<file path="config.mk">
export PLATFORM = sky130hd
export DESIGN_NAME = pcm_decode_peak_energy_meter
export DESIGN_NICKNAME = d
export VERILOG_FILES = /design/src/pdpem_pkg.sv /design/src/pcm_decode_peak_energy_meter.sv /design/src/pdpem_csr.sv /design/src/pdpem_decode.sv /design/src/pdpem_accum.sv
export VERILOG_INCLUDE_DIRS = /design/src /design/src/src
export SDC_FILE = /design/constraint.sdc
export NUM_CORES = 1
export LEC_CHECK = 0
export ABC_CLOCK_PERIOD_IN_PS = 11900
export BUFFER_PORTS_ARGS = -buffer_cell sky130_fd_sc_hd__buf_2
export CAP_MARGIN = 20
export CORE_UTILIZATION = 35
export DETAILED_ROUTE_END_ITERATION = 7
export PLACE_DENSITY = 0.59
export SETUP_SLACK_MARGIN = 0.4
export SYNTH_ARGS = -nofsm -noshare
export SYNTH_HDL_FRONTEND = slang
export SYNTH_SLANG_ARGS = --single-unit
</file>
<file path="constraint.sdc">
create_clock -name clock -period 11.9 [get_ports clock]
set_clock_uncertainty 0.15 [all_clocks]
set_input_delay 1.19 -clock clock [delete_from_list [all_inputs] [get_ports clock]]
set_output_delay 1.19 -clock clock [all_outputs]
set_load 0.02 [all_outputs]
</file>
<file path="src/pcm_decode_peak_energy_meter_assert.svh">
// Assertion macros used by the meter's accumulate module.
`ifndef PCM_DECODE_PEAK_ENERGY_METER_ASSERT_SVH
`define PCM_DECODE_PEAK_ENERGY_METER_ASSERT_SVH

// Check cons in the same cycle as ante.
`define PDPEM_ASSERT_IMPLY(label, clk, rst, ante, cons, msg) \
   label: assert property (@(posedge clk) disable iff (rst) (ante) |-> (cons)) else $error(msg);

// Check cons in the cycle after ante.
`define PDPEM_ASSERT_NEXT(label, clk, rst, ante, cons, msg) \
   label: assert property (@(posedge clk) disable iff (rst) (ante) |=> (cons)) else $error(msg);

`endif

</file>
<file path="src/pdpem_pkg.sv">
package pdpem_pkg;

   localparam int COUNT_BITS_DEFAULT = 16;
   localparam int SAMPLE_BITS        = 16;
   localparam int SQUARE_BITS        = 31;
   localparam int ENERGY_BITS        = 46;
   localparam int REPORT_BITS        = 16;
   localparam int CSR_ADDR_BITS      = 3;
   localparam int CSR_DATA_BITS      = 32;

   localparam logic [SAMPLE_BITS-1:0] INVERT_LOW_MASK = 16'h7FFF;
   localparam logic [SAMPLE_BITS-1:0] INVERT_SIGN_MASK = 16'h8000;
   localparam logic [SAMPLE_BITS-1:0] QUIET_LIMIT = 16'd16;
   localparam logic [ENERGY_BITS-1:0] ENERGY_MAX = '1;
   localparam logic [REPORT_BITS-1:0] REPORT_MAX = '1;

   typedef enum logic {
      REG_EIGHT_BIT_MODE = 1'b0,
      REG_INVERT_CONTROL = 1'b1
   } reg_index_type;

   typedef struct packed {
      logic       eight_bit_mode;
      logic [1:0] invert_control;
   } cfg_type;

   typedef struct packed {
      logic [SAMPLE_BITS-1:0] pattern;
      logic [SAMPLE_BITS-1:0] magnitude;
      logic [SQUARE_BITS-1:0] square;
      logic                   last;
   } sample_type;

endpackage

</file>
<file path="src/pcm_decode_peak_energy_meter.sv">
// PCM sample decoder with run peak and energy meter. Each item carries one
// stored sample as two bytes; it is decoded per the CSR mode (signed 8-bit
// or big-endian 16-bit, then optional XOR with 0x7FFF and/or 0x8000) and
// returned as a signed 16-bit sample, one result per item. The item marked
// last also reports the run's peak magnitude, exact saturating sum of
// squares, sample count, quiet prefix count and a silent flag, and clears the
// run. Throughput is one item per clock while the result side is ready; a
// result reaches the outputs through the input register, the decode and
// square register, and the accumulate and result register. A stall on the
// result side fills the empty stages before it holds the input.
// Write the CSRs only while no item is in flight.
module pcm_decode_peak_energy_meter #(
   parameter int COUNT_BITS = pdpem_pkg::COUNT_BITS_DEFAULT
) (
   input  logic                                    clock,
   input  logic                                    reset,
   input  logic                                    req_valid,
   output logic                                    req_ready,
   input  logic [7:0]                              req_high_byte,
   input  logic [7:0]                              req_low_byte,
   input  logic                                    req_last_sample,
   output logic                                    rsp_valid,
   input  logic                                    rsp_ready,
   output logic signed [pdpem_pkg::SAMPLE_BITS-1:0] rsp_decoded_sample,
   output logic                                    rsp_stats_valid,
   output logic [pdpem_pkg::SAMPLE_BITS-1:0]       rsp_peak_level,
   output logic [pdpem_pkg::ENERGY_BITS-1:0]       rsp_energy_total,
   output logic [pdpem_pkg::REPORT_BITS-1:0]       rsp_run_length,
   output logic [pdpem_pkg::REPORT_BITS-1:0]       rsp_quiet_prefix,
   output logic                                    rsp_silent_run,
   input  logic                                    csr_psel,
   input  logic                                    csr_penable,
   input  logic                                    csr_pwrite,
   input  logic [pdpem_pkg::CSR_ADDR_BITS-1:0]     csr_paddr,
   input  logic [pdpem_pkg::CSR_DATA_BITS-1:0]     csr_pwdata,
   output logic [pdpem_pkg::CSR_DATA_BITS-1:0]     csr_prdata,
   output logic                                    csr_pready
);
   import pdpem_pkg::*;

   cfg_type    cfg;
   logic       smp_valid;
   logic       smp_ready;
   sample_type smp;

   pdpem_csr u_csr (
      .clock       (clock),
      .reset       (reset),
      .csr_psel    (csr_psel),
      .csr_penable (csr_penable),
      .csr_pwrite  (csr_pwrite),
      .csr_paddr   (csr_paddr),
      .csr_pwdata  (csr_pwdata),
      .csr_prdata  (csr_prdata),
      .csr_pready  (csr_pready),
      .cfg         (cfg)
   );

   pdpem_decode u_decode (
      .clock           (clock),
      .reset           (reset),
      .cfg             (cfg),
      .req_valid       (req_valid),
      .req_ready       (req_ready),
      .req_high_byte   (req_high_byte),
      .req_low_byte    (req_low_byte),
      .req_last_sample (req_last_sample),
      .smp_valid       (smp_valid),
      .smp_ready       (smp_ready),
      .smp             (smp)
   );

   pdpem_accum #(
      .COUNT_BITS (COUNT_BITS)
   ) u_accum (
      .clock              (clock),
      .reset              (reset),
      .smp_valid          (smp_valid),
      .smp_ready          (smp_ready),
      .smp                (smp),
      .rsp_valid          (rsp_valid),
      .rsp_ready          (rsp_ready),
      .rsp_decoded_sample (rsp_decoded_sample),
      .rsp_stats_valid    (rsp_stats_valid),
      .rsp_peak_level     (rsp_peak_level),
      .rsp_energy_total   (rsp_energy_total),
      .rsp_run_length     (rsp_run_length),
      .rsp_quiet_prefix   (rsp_quiet_prefix),
      .rsp_silent_run     (rsp_silent_run)
   );

endmodule

</file>
<file path="src/pdpem_csr.sv">
module pdpem_csr (
   input  logic                                  clock,
   input  logic                                  reset,
   input  logic                                  csr_psel,
   input  logic                                  csr_penable,
   input  logic                                  csr_pwrite,
   input  logic [pdpem_pkg::CSR_ADDR_BITS-1:0]   csr_paddr,
   input  logic [pdpem_pkg::CSR_DATA_BITS-1:0]   csr_pwdata,
   output logic [pdpem_pkg::CSR_DATA_BITS-1:0]   csr_prdata,
   output logic                                  csr_pready,
   output pdpem_pkg::cfg_type                    cfg
);
   import pdpem_pkg::*;

   logic          eight_bit_mode_ff;
   logic [1:0]    invert_control_ff;
   reg_index_type reg_index;
   logic          write_en;

   assign reg_index  = reg_index_type'(csr_paddr[CSR_ADDR_BITS-1]);
   assign write_en   = csr_psel && csr_penable && csr_pwrite;
   assign csr_pready = 1'b1;

   always_ff @(posedge clock) begin
      if (reset) begin
         eight_bit_mode_ff <= 1'b0;
         invert_control_ff <= 2'b00;
      end else if (write_en) begin
         unique case (reg_index)
            REG_EIGHT_BIT_MODE: eight_bit_mode_ff <= csr_pwdata[0];
            REG_INVERT_CONTROL: invert_control_ff <= csr_pwdata[1:0];
         endcase
      end
   end

   always_comb begin
      unique case (reg_index)
         REG_EIGHT_BIT_MODE: csr_prdata = {{(CSR_DATA_BITS-1){1'b0}}, eight_bit_mode_ff};
         REG_INVERT_CONTROL: csr_prdata = {{(CSR_DATA_BITS-2){1'b0}}, invert_control_ff};
      endcase
   end

   assign cfg.eight_bit_mode = eight_bit_mode_ff;
   assign cfg.invert_control = invert_control_ff;

endmodule

</file>
<file path="src/pdpem_decode.sv">
module pdpem_decode (
   input  logic                   clock,
   input  logic                   reset,
   input  pdpem_pkg::cfg_type     cfg,
   input  logic                   req_valid,
   output logic                   req_ready,
   input  logic [7:0]             req_high_byte,
   input  logic [7:0]             req_low_byte,
   input  logic                   req_last_sample,
   output logic                   smp_valid,
   input  logic                   smp_ready,
   output pdpem_pkg::sample_type  smp
);
   import pdpem_pkg::*;

   logic                   in_valid_ff;
   logic [7:0]             in_high_ff;
   logic [7:0]             in_low_ff;
   logic                   in_last_ff;
   logic                   smp_valid_ff;
   sample_type             smp_ff;
   sample_type             smp_in;
   logic                   stage_ready;
   logic                   in_ready;
   logic [SAMPLE_BITS-1:0] pattern;
   logic [31:0]            product;

   assign stage_ready = !smp_valid_ff || smp_ready;
   assign in_ready    = !in_valid_ff || stage_ready;
   assign req_ready   = in_ready;

   always_ff @(posedge clock) begin
      if (reset) begin
         in_valid_ff <= 1'b0;
      end else if (in_ready) begin
         in_valid_ff <= req_valid;
      end
   end

   always_ff @(posedge clock) begin
      if (req_valid && in_ready) begin
         in_high_ff <= req_high_byte;
         in_low_ff  <= req_low_byte;
         in_last_ff <= req_last_sample;
      end
   end

   always_comb begin
      pattern = cfg.eight_bit_mode ? {in_high_ff, 8'h00} : {in_high_ff, in_low_ff};
      if (cfg.invert_control[0]) begin
         pattern = pattern ^ INVERT_LOW_MASK;
      end
      if (cfg.invert_control[1]) begin
         pattern = pattern ^ INVERT_SIGN_MASK;
      end
      smp_in.pattern   = pattern;
      smp_in.magnitude = pattern[SAMPLE_BITS-1] ? (~pattern + 1'b1) : pattern;
      product          = 32'(smp_in.magnitude) * 32'(smp_in.magnitude);
      smp_in.square    = product[SQUARE_BITS-1:0];
      smp_in.last      = in_last_ff;
   end

   always_ff @(posedge clock) begin
      if (reset) begin
         smp_valid_ff <= 1'b0;
      end else if (stage_ready) begin
         smp_valid_ff <= in_valid_ff;
      end
   end

   always_ff @(posedge clock) begin
      if (in_valid_ff && stage_ready) begin
         smp_ff <= smp_in;
      end
   end

   assign smp_valid = smp_valid_ff;
   assign smp       = smp_ff;

endmodule

</file>
<file path="src/pdpem_accum.sv">
`include "pcm_decode_peak_energy_meter_assert.svh"

module pdpem_accum #(
   parameter int COUNT_BITS = pdpem_pkg::COUNT_BITS_DEFAULT
) (
   input  logic                                    clock,
   input  logic                                    reset,
   input  logic                                    smp_valid,
   output logic                                    smp_ready,
   input  pdpem_pkg::sample_type                   smp,
   output logic                                    rsp_valid,
   input  logic                                    rsp_ready,
   output logic signed [pdpem_pkg::SAMPLE_BITS-1:0] rsp_decoded_sample,
   output logic                                    rsp_stats_valid,
   output logic [pdpem_pkg::SAMPLE_BITS-1:0]       rsp_peak_level,
   output logic [pdpem_pkg::ENERGY_BITS-1:0]       rsp_energy_total,
   output logic [pdpem_pkg::REPORT_BITS-1:0]       rsp_run_length,
   output logic [pdpem_pkg::REPORT_BITS-1:0]       rsp_quiet_prefix,
   output logic                                    rsp_silent_run
);
   import pdpem_pkg::*;

   localparam logic [COUNT_BITS-1:0] COUNT_MAX = '1;
   localparam int WIDE_BITS = COUNT_BITS + REPORT_BITS;

   logic [SAMPLE_BITS-1:0] peak_ff, peak_in, peak_next;
   logic [ENERGY_BITS-1:0] energy_ff, energy_in, energy_next;
   logic [ENERGY_BITS:0]   energy_sum;
   logic [COUNT_BITS-1:0]  count_ff, count_in, count_next;
   logic [COUNT_BITS-1:0]  prefix_ff, prefix_in, prefix_next;
   logic                   in_prefix_ff, in_prefix_in, in_prefix_next;
   logic                   quiet;
   logic [WIDE_BITS-1:0]   count_wide, prefix_wide;
   logic [REPORT_BITS-1:0] run_report, prefix_report;

   logic                   rsp_valid_ff;
   logic [SAMPLE_BITS-1:0] rsp_decoded_ff;
   logic                   rsp_stats_ff;
   logic [SAMPLE_BITS-1:0] rsp_peak_ff;
   logic [ENERGY_BITS-1:0] rsp_energy_ff;
   logic [REPORT_BITS-1:0] rsp_run_ff;
   logic [REPORT_BITS-1:0] rsp_quiet_ff;
   logic                   rsp_silent_ff;
   logic                   out_ready;
   logic                   fire;

   assign out_ready = !rsp_valid_ff || rsp_ready;
   assign smp_ready = out_ready;
   assign fire      = smp_valid && out_ready;

   always_comb begin
      peak_next      = (smp.magnitude > peak_ff) ? smp.magnitude : peak_ff;
      energy_sum     = {1'b0, energy_ff} + (ENERGY_BITS+1)'(smp.square);
      energy_next    = energy_sum[ENERGY_BITS] ? ENERGY_MAX : energy_sum[ENERGY_BITS-1:0];
      count_next     = (count_ff == COUNT_MAX) ? count_ff : count_ff + 1'b1;
      quiet          = smp.magnitude < QUIET_LIMIT;
      in_prefix_next = in_prefix_ff && quiet;
      prefix_next    = (in_prefix_next && prefix_ff != COUNT_MAX) ? prefix_ff + 1'b1
                                                                  : prefix_ff;
      count_wide     = WIDE_BITS'(count_next);
      prefix_wide    = WIDE_BITS'(prefix_next);
      run_report     = (count_wide > WIDE_BITS'(REPORT_MAX)) ? REPORT_MAX
                                                              : count_wide[REPORT_BITS-1:0];
      prefix_report  = (prefix_wide > WIDE_BITS'(REPORT_MAX)) ? REPORT_MAX
                                                               : prefix_wide[REPORT_BITS-1:0];
      if (smp.last) begin
         peak_in      = '0;
         energy_in    = '0;
         count_in     = '0;
         prefix_in    = '0;
         in_prefix_in = 1'b1;
      end else begin
         peak_in      = peak_next;
         energy_in    = energy_next;
         count_in     = count_next;
         prefix_in    = prefix_next;
         in_prefix_in = in_prefix_next;
      end
   end

   always_ff @(posedge clock) begin
      if (reset) begin
         peak_ff      <= '0;
         energy_ff    <= '0;
         count_ff     <= '0;
         prefix_ff    <= '0;
         in_prefix_ff <= 1'b1;
      end else if (fire) begin
         peak_ff      <= peak_in;
         energy_ff    <= energy_in;
         count_ff     <= count_in;
         prefix_ff    <= prefix_in;
         in_prefix_ff <= in_prefix_in;
      end
   end

   always_ff @(posedge clock) begin
      if (reset) begin
         rsp_valid_ff <= 1'b0;
      end else if (out_ready) begin
         rsp_valid_ff <= smp_valid;
      end
   end

   always_ff @(posedge clock) begin
      if (fire) begin
         rsp_decoded_ff <= smp.pattern;
         rsp_stats_ff   <= smp.last;
         rsp_peak_ff    <= smp.last ? peak_next : '0;
         rsp_energy_ff  <= smp.last ? energy_next : '0;
         rsp_run_ff     <= smp.last ? run_report : '0;
         rsp_quiet_ff   <= smp.last ? prefix_report : '0;
         rsp_silent_ff  <= smp.last && (peak_next == '0);
      end
   end

   assign rsp_valid          = rsp_valid_ff;
   assign rsp_decoded_sample = $signed(rsp_decoded_ff);
   assign rsp_stats_valid    = rsp_stats_ff;
   assign rsp_peak_level     = rsp_peak_ff;
   assign rsp_energy_total   = rsp_energy_ff;
   assign rsp_run_length     = rsp_run_ff;
   assign rsp_quiet_prefix   = rsp_quiet_ff;
   assign rsp_silent_run     = rsp_silent_ff;

   `PDPEM_ASSERT_IMPLY(a_stats_zero_mid_run, clock, reset, rsp_valid_ff && !rsp_stats_ff, rsp_peak_ff == '0 && rsp_energy_ff == '0 && rsp_run_ff == '0 && rsp_quiet_ff == '0 && !rsp_silent_ff, "statistics nonzero on an item that does not close a run")
   `PDPEM_ASSERT_IMPLY(a_silent_peak, clock, reset, rsp_valid_ff && rsp_silent_ff, rsp_stats_ff && rsp_peak_ff == '0, "silent run flagged with nonzero peak")
   `PDPEM_ASSERT_IMPLY(a_prefix_in_run, clock, reset, rsp_valid_ff && rsp_stats_ff, rsp_run_ff != '0 && rsp_quiet_ff <= rsp_run_ff, "quiet prefix exceeds run length")
   `PDPEM_ASSERT_NEXT(a_clear_after_last, clock, reset, fire && smp.last, peak_ff == '0 && energy_ff == '0 && count_ff == '0 && prefix_ff == '0 && in_prefix_ff, "run state not cleared after last item")
   `PDPEM_ASSERT_NEXT(a_prefix_closed, clock, reset, !in_prefix_ff && !(fire && smp.last), $stable(prefix_ff) && !in_prefix_ff, "quiet prefix moved after it ended")

endmodule

</file>
==> Word-level counts from Yosys, hierarchy flattened <==
Index checks and enable logic that the tools add are counted.
{ "classes": {"eq_ne": 2, "n_mux": 14, "n_mul": 1, "addsub": 4, "n_lt_le_gt_ge": 2, "bitwise": 4, "n_reduce_logical": 17} }
{ "ops": {"columns": ["operator", "n"], "rows": [
  ["$mux W16", 8],
  ["$mux W46", 2],
  ["$pmux W32 S2", 1],
  ["$add A16 B1 Y16 const B", 3],
  ["$add A46 B31 Y47", 1],
  ["$mul A16 B16 Y31", 1],
  ["$eq A16 B16 Y1 const B", 1],
  ["$gt A16 B16 Y1", 1],
  ["$logic_not A16 Y1", 1],
  ["$lt A16 B5 Y1 const B", 1],
  ["$ne A16 B16 Y1 const B", 1],
  ["$not A16 Y16", 1],
  ["$mux W15", 1],
  ["$not A15 Y15", 1],
  ["$logic_and A1 B1 Y1", 8],
  ["$mux W8", 1],
  ["$reduce_and A2 Y1", 2],
  ["$logic_not A1 Y1", 3],
  ["$logic_or A1 B1 Y1", 3],
  ["$not A1 Y1", 2],
  ["$mux W1", 1]
]} }
{ "word_totals": {"ff_bits": 294, "out_inout_bits": 147, "elab_cells": 68, "input_bits": 59} }

==> Depth between registers and ports, before layout <==
{ "logic_depth": {"word_depth": 8, "mapped_depth": 35} }

==> Cells and area by module <==
From an unflattened synthesis, not the netlist that was laid out.
{ "unflattened": {"hier_cells": 2187, "hier_area_um2": 21538.2} }
{ "by_module_without_submodules": {"columns": ["module", "instances", "cells_each", "seq_area_each_um2", "area_each_um2"], "rows": [
  ["pdpem_accum", 1, 1158, 5285.1, 10990.5],
  ["pdpem_decode", 1, 980, 2382.3, 10139.7],
  ["pdpem_csr", 1, 49, 60.1, 407.9]
]} }

==> Worst setup path before layout <==
No wires, ideal clock.
{ "synth_timing": {"path_type": "register to register", "startpoint": "reg u_csr.invert_control_ff[0]", "endpoint": "reg u_decode.smp_ff (netlist bit u_decode.smp[31]) (data pin)", "slack_ns": 3.781, "period_less_slack_ns": 8.119, "stages_incl_launch_ff": 31, "arrival_ns": 7.705, "required_time_ns": 11.486, "path_buffers": 4, "path_cell_list": "dfxtp_1 buf_6 buf_2 xnor2_1 inv_1 clkbuf_1 ha_1 and2_1 a21oi_1 xor2_1 clkbuf_1 nand2_1 fa_1 fa_1 inv_1 fa_1 fa_1 fa_1 inv_1 fa_1 inv_1 ha_1 nand3_1 o31ai_1 o31ai_1 a211oi_1 o21ai_0 a21o_1 a211oi_1 a211oi_1 xnor2_1"} }
{ "synth_rtl": {"columns": ["item", "line_no", "rtl"], "rows": [
  ["from (decl)", "pdpem_csr.sv:16", "logic [1:0] invert_control_ff;"],
  ["from (signal assigned)", "pdpem_csr.sv:31", "REG_INVERT_CONTROL: invert_control_ff <= csr_pwdata[1:0];"],
  ["to (signal assigned)", "pdpem_decode.sv:73", "smp_ff <= smp_in;"],
  ["to (decl)", "pdpem_decode.sv:21", "sample_type smp_ff;"]
]} }

==> impl_metrics.toml <==
[yosys]
synthesis.area_um2 = 21100
async_flop_share_pct = 0
avgSynthCellArea_um2 = 9.87
yosysSeqAreaShare_pct = 36.7
synth_top_flop_cell = "edfxtp_1"
syn_inst = 2133
yosysWarningCount = 0
synth-seq-cells = 291
ys_types = 89
synth_edf_count = 190

[cts]
cts.repair.resized = 0
cts_sinks = 291
htreeDepth = 2
post-cts-setup-buffers = 0
hold_buffers = 0
clk_latency_ns = 0.54
cts.path.max_buffers = 3
cts_tree = "done"
clkSlewWorstSetupHoldPaths_ns = 0.06
root_buffer = "clkbuf_16"
numCtsBuffers = 35

[global_route]
grt_antenna_before_repair = 0
grt_overflow = 0
track_usage_pct = 16.4
grt_pass1_wl_um = 80400
first_global_vias = 16000
grt_max_degree = 75

[sta]
setup_viol = 0
tightest_slew_ns = 1.06
max_freq_mhz = 108
slew_viol_final = 0
min_period_ns = 9.26
tns_ns = 0
finalCritPeriodShare_pct = 77.8
rsz0062_at_grt = "false"
max_slew_margin_pct = 29.0
hold_viol = 0

[hold_path]
hp-class = "reg -> reg"

[detailed_routing]
wirelength_um = 48500
firstDrtPassIters = 7
via_per_inst = 5.00
postRouteAntennaNets = 0
wl_per_cell_um = 15.8
route.detailed.drc = 21
drt_iter0_drc = 825
vias = 15300

[final_layout]
final_layout_size_suffix_gt1_share_pct = 12.0
final_nets = 2634
layout_commonest_cell = "inv_1"
antenna_cells = 0
areaGrowthSynthToFinish_pct = 12.3
n_fill_cell = 5880
layout_common_cells = "286 x inv_1, 253 x nor2_1, 190 x edfxtp_1"

[setup_path]
crit_path_end_kind = "flip-flop"
path_max_fanout = 15
cp_data_arrival_time_ns = 9.40
crit_type = "reg -> reg"
crit_path_frequent_cell = "fa_1"
cp-start-kind = "flip-flop"
slowest_stage = "dfxtp_1"
cpPeakStageDelay_ns = 0.58
cp.required_ns = 12.04

[floorplanning]
core-area_um2 = 59200
rows = 89
io_pins = 206
die_h_um = 247
die_area_um2 = 61100
die_w_um = 247
initial_utilization_pct = 35.5

[placement]
gp_congestion = 0.876
dp_hpwl_um = 36400
port-buffer-count = 142

[job]
drv_cap = 0

[status]
status = "finished with violations"
violations = "DRC"
==> synth_stat cells, types with 11 or more instances <==
master    number  share of area (%)
and3_1        24               0.71
nand4_1       17               0.51
or3_1         11               0.33
nand2b_1      15               0.45
buf_4         32                1.1
o21ai_0       80                1.9
xnor2_1       78                3.2
inv_1        287                5.1
a21o_1        31                1.1
a22o_1        18               0.75
nor2_1       253                4.5
edfxtp_1     190                 27
ha_1         145                8.6
a311oi_1      12               0.50
mux2i_1       19               0.90
clkbuf_1      48               0.86
xor2_1        35                1.5
a21oi_1      144                3.4
a22oi_1       13               0.46
nand2_1      155                2.8
nor3_1        29               0.69
and2_1        12               0.36
buf_2         21               0.50
a31oi_1       12               0.36
dfxtp_1      101                9.6
fa_1         164                 16
nand3_1       28               0.67
==> cell type report <==
cell class,count,area [µm²],area share (%)
inverters,294,1110,4.69
repair buffers,168,913,3.86
clock buffers,43,926,3.92
flip-flops and latches,291,7730,32.7
well taps,773,967,4.09
clock inverters,21,204,0.863
multi-input cells,1476,11800,49.9
==> registers in the layout (all words and copies together) (netlist names) <==
name / cells
u_csr.invert_control_ff: 2
u_accum.rsp_valid: 1
u_accum.rsp_stats_valid: 1
u_decode.smp_valid: 1
u_accum.rsp_quiet_prefix: 16
u_accum.rsp_run_length: 16
u_accum.rsp_decoded_sample: 16
u_accum.prefix_ff: 16
u_accum.rsp_energy_total: 46
u_accum.in_prefix_ff: 1
u_accum.energy_ff: 46
u_decode.in_valid_ff: 1
u_accum.peak_ff: 16
u_accum.rsp_peak_level: 16
u_decode.in_high_ff: 8
u_decode.in_low_ff: 8
u_decode.smp: 61
u_accum.rsp_silent_run: 1
u_csr.eight_bit_mode_ff: 1
u_accum.count_ff: 16
u_decode.in_last_ff: 1
==> worst max-delay path: cells and delay by family (launching register included) <==
family	cells	cell delay [ns]
compound gates	8	1.92
flops	1	0.58
xor+xnor	3	0.75
fa+ha+maj	8	3.72
simple gates	5	0.82
buf+inv	6	1.07
==> cell families after synthesis <==
logic type	synth area share [%]
AOI/OAI and AO/OA	11.6
buffers and inverters	8.12
adders and majority gates	24.2
and+or+nand+nor	13.1
DFF	36.7
muxes	1.06
other	0.0357
xor gates and xnor gates	5.12
==> per-layer routing <==
| metal | routed length, µm | vias up | track usage [%] |
|---|---|---|---|
| li1 | - | 7364 | - |
| met1 | 21100 | 7539 | 20.6 |
| met2 | 23900 | 333 | 28.5 |
| met3 | 2190 | 82 | 2.42 |
| met4 | 1290 | 0 | 5.43 |
| met5 | 0 | - | 0 |
==> worst paths after layout <==
path	from	end	slack, ns	depth (start not counted)
worst min-delay path	u_decode.smp[62]$_DFFE_PP_	u_accum.rsp_decoded_sample[14]$_DFFE_PP_	0.27	0
worst min register to register	u_decode.smp[62]$_DFFE_PP_	u_accum.rsp_decoded_sample[14]$_DFFE_PP_	0.27	0
worst max-delay path	u_csr.eight_bit_mode_ff$_SDFFE_PP0P_	u_decode.smp[31]$_DFFE_PP_	2.64	30
worst max register to register	u_csr.eight_bit_mode_ff$_SDFFE_PP0P_	u_decode.smp[31]$_DFFE_PP_	2.64	30
==> through the flow <==
stage	cell area (µm²)	utilization, %	hold WS [ns]	worst slack, ns	std cells
6_report	23600	39.9	0.266	2.64	3066
5_1_grt	23600	39.9	0.271	2.07	3066
4_1_cts	23600	39.8	0.268	2.68	3063
3_5_place_dp	22500	37.9	0.255	2.69	2999
3_3_place_gp	22500	37.9	0.255	2.75	2999
2_1_floorplan	21200	-	0.250	3.78	2173
Power is not shown: default switching activity piles up to over one toggle a cycle in this logic, so the estimate is an artifact.
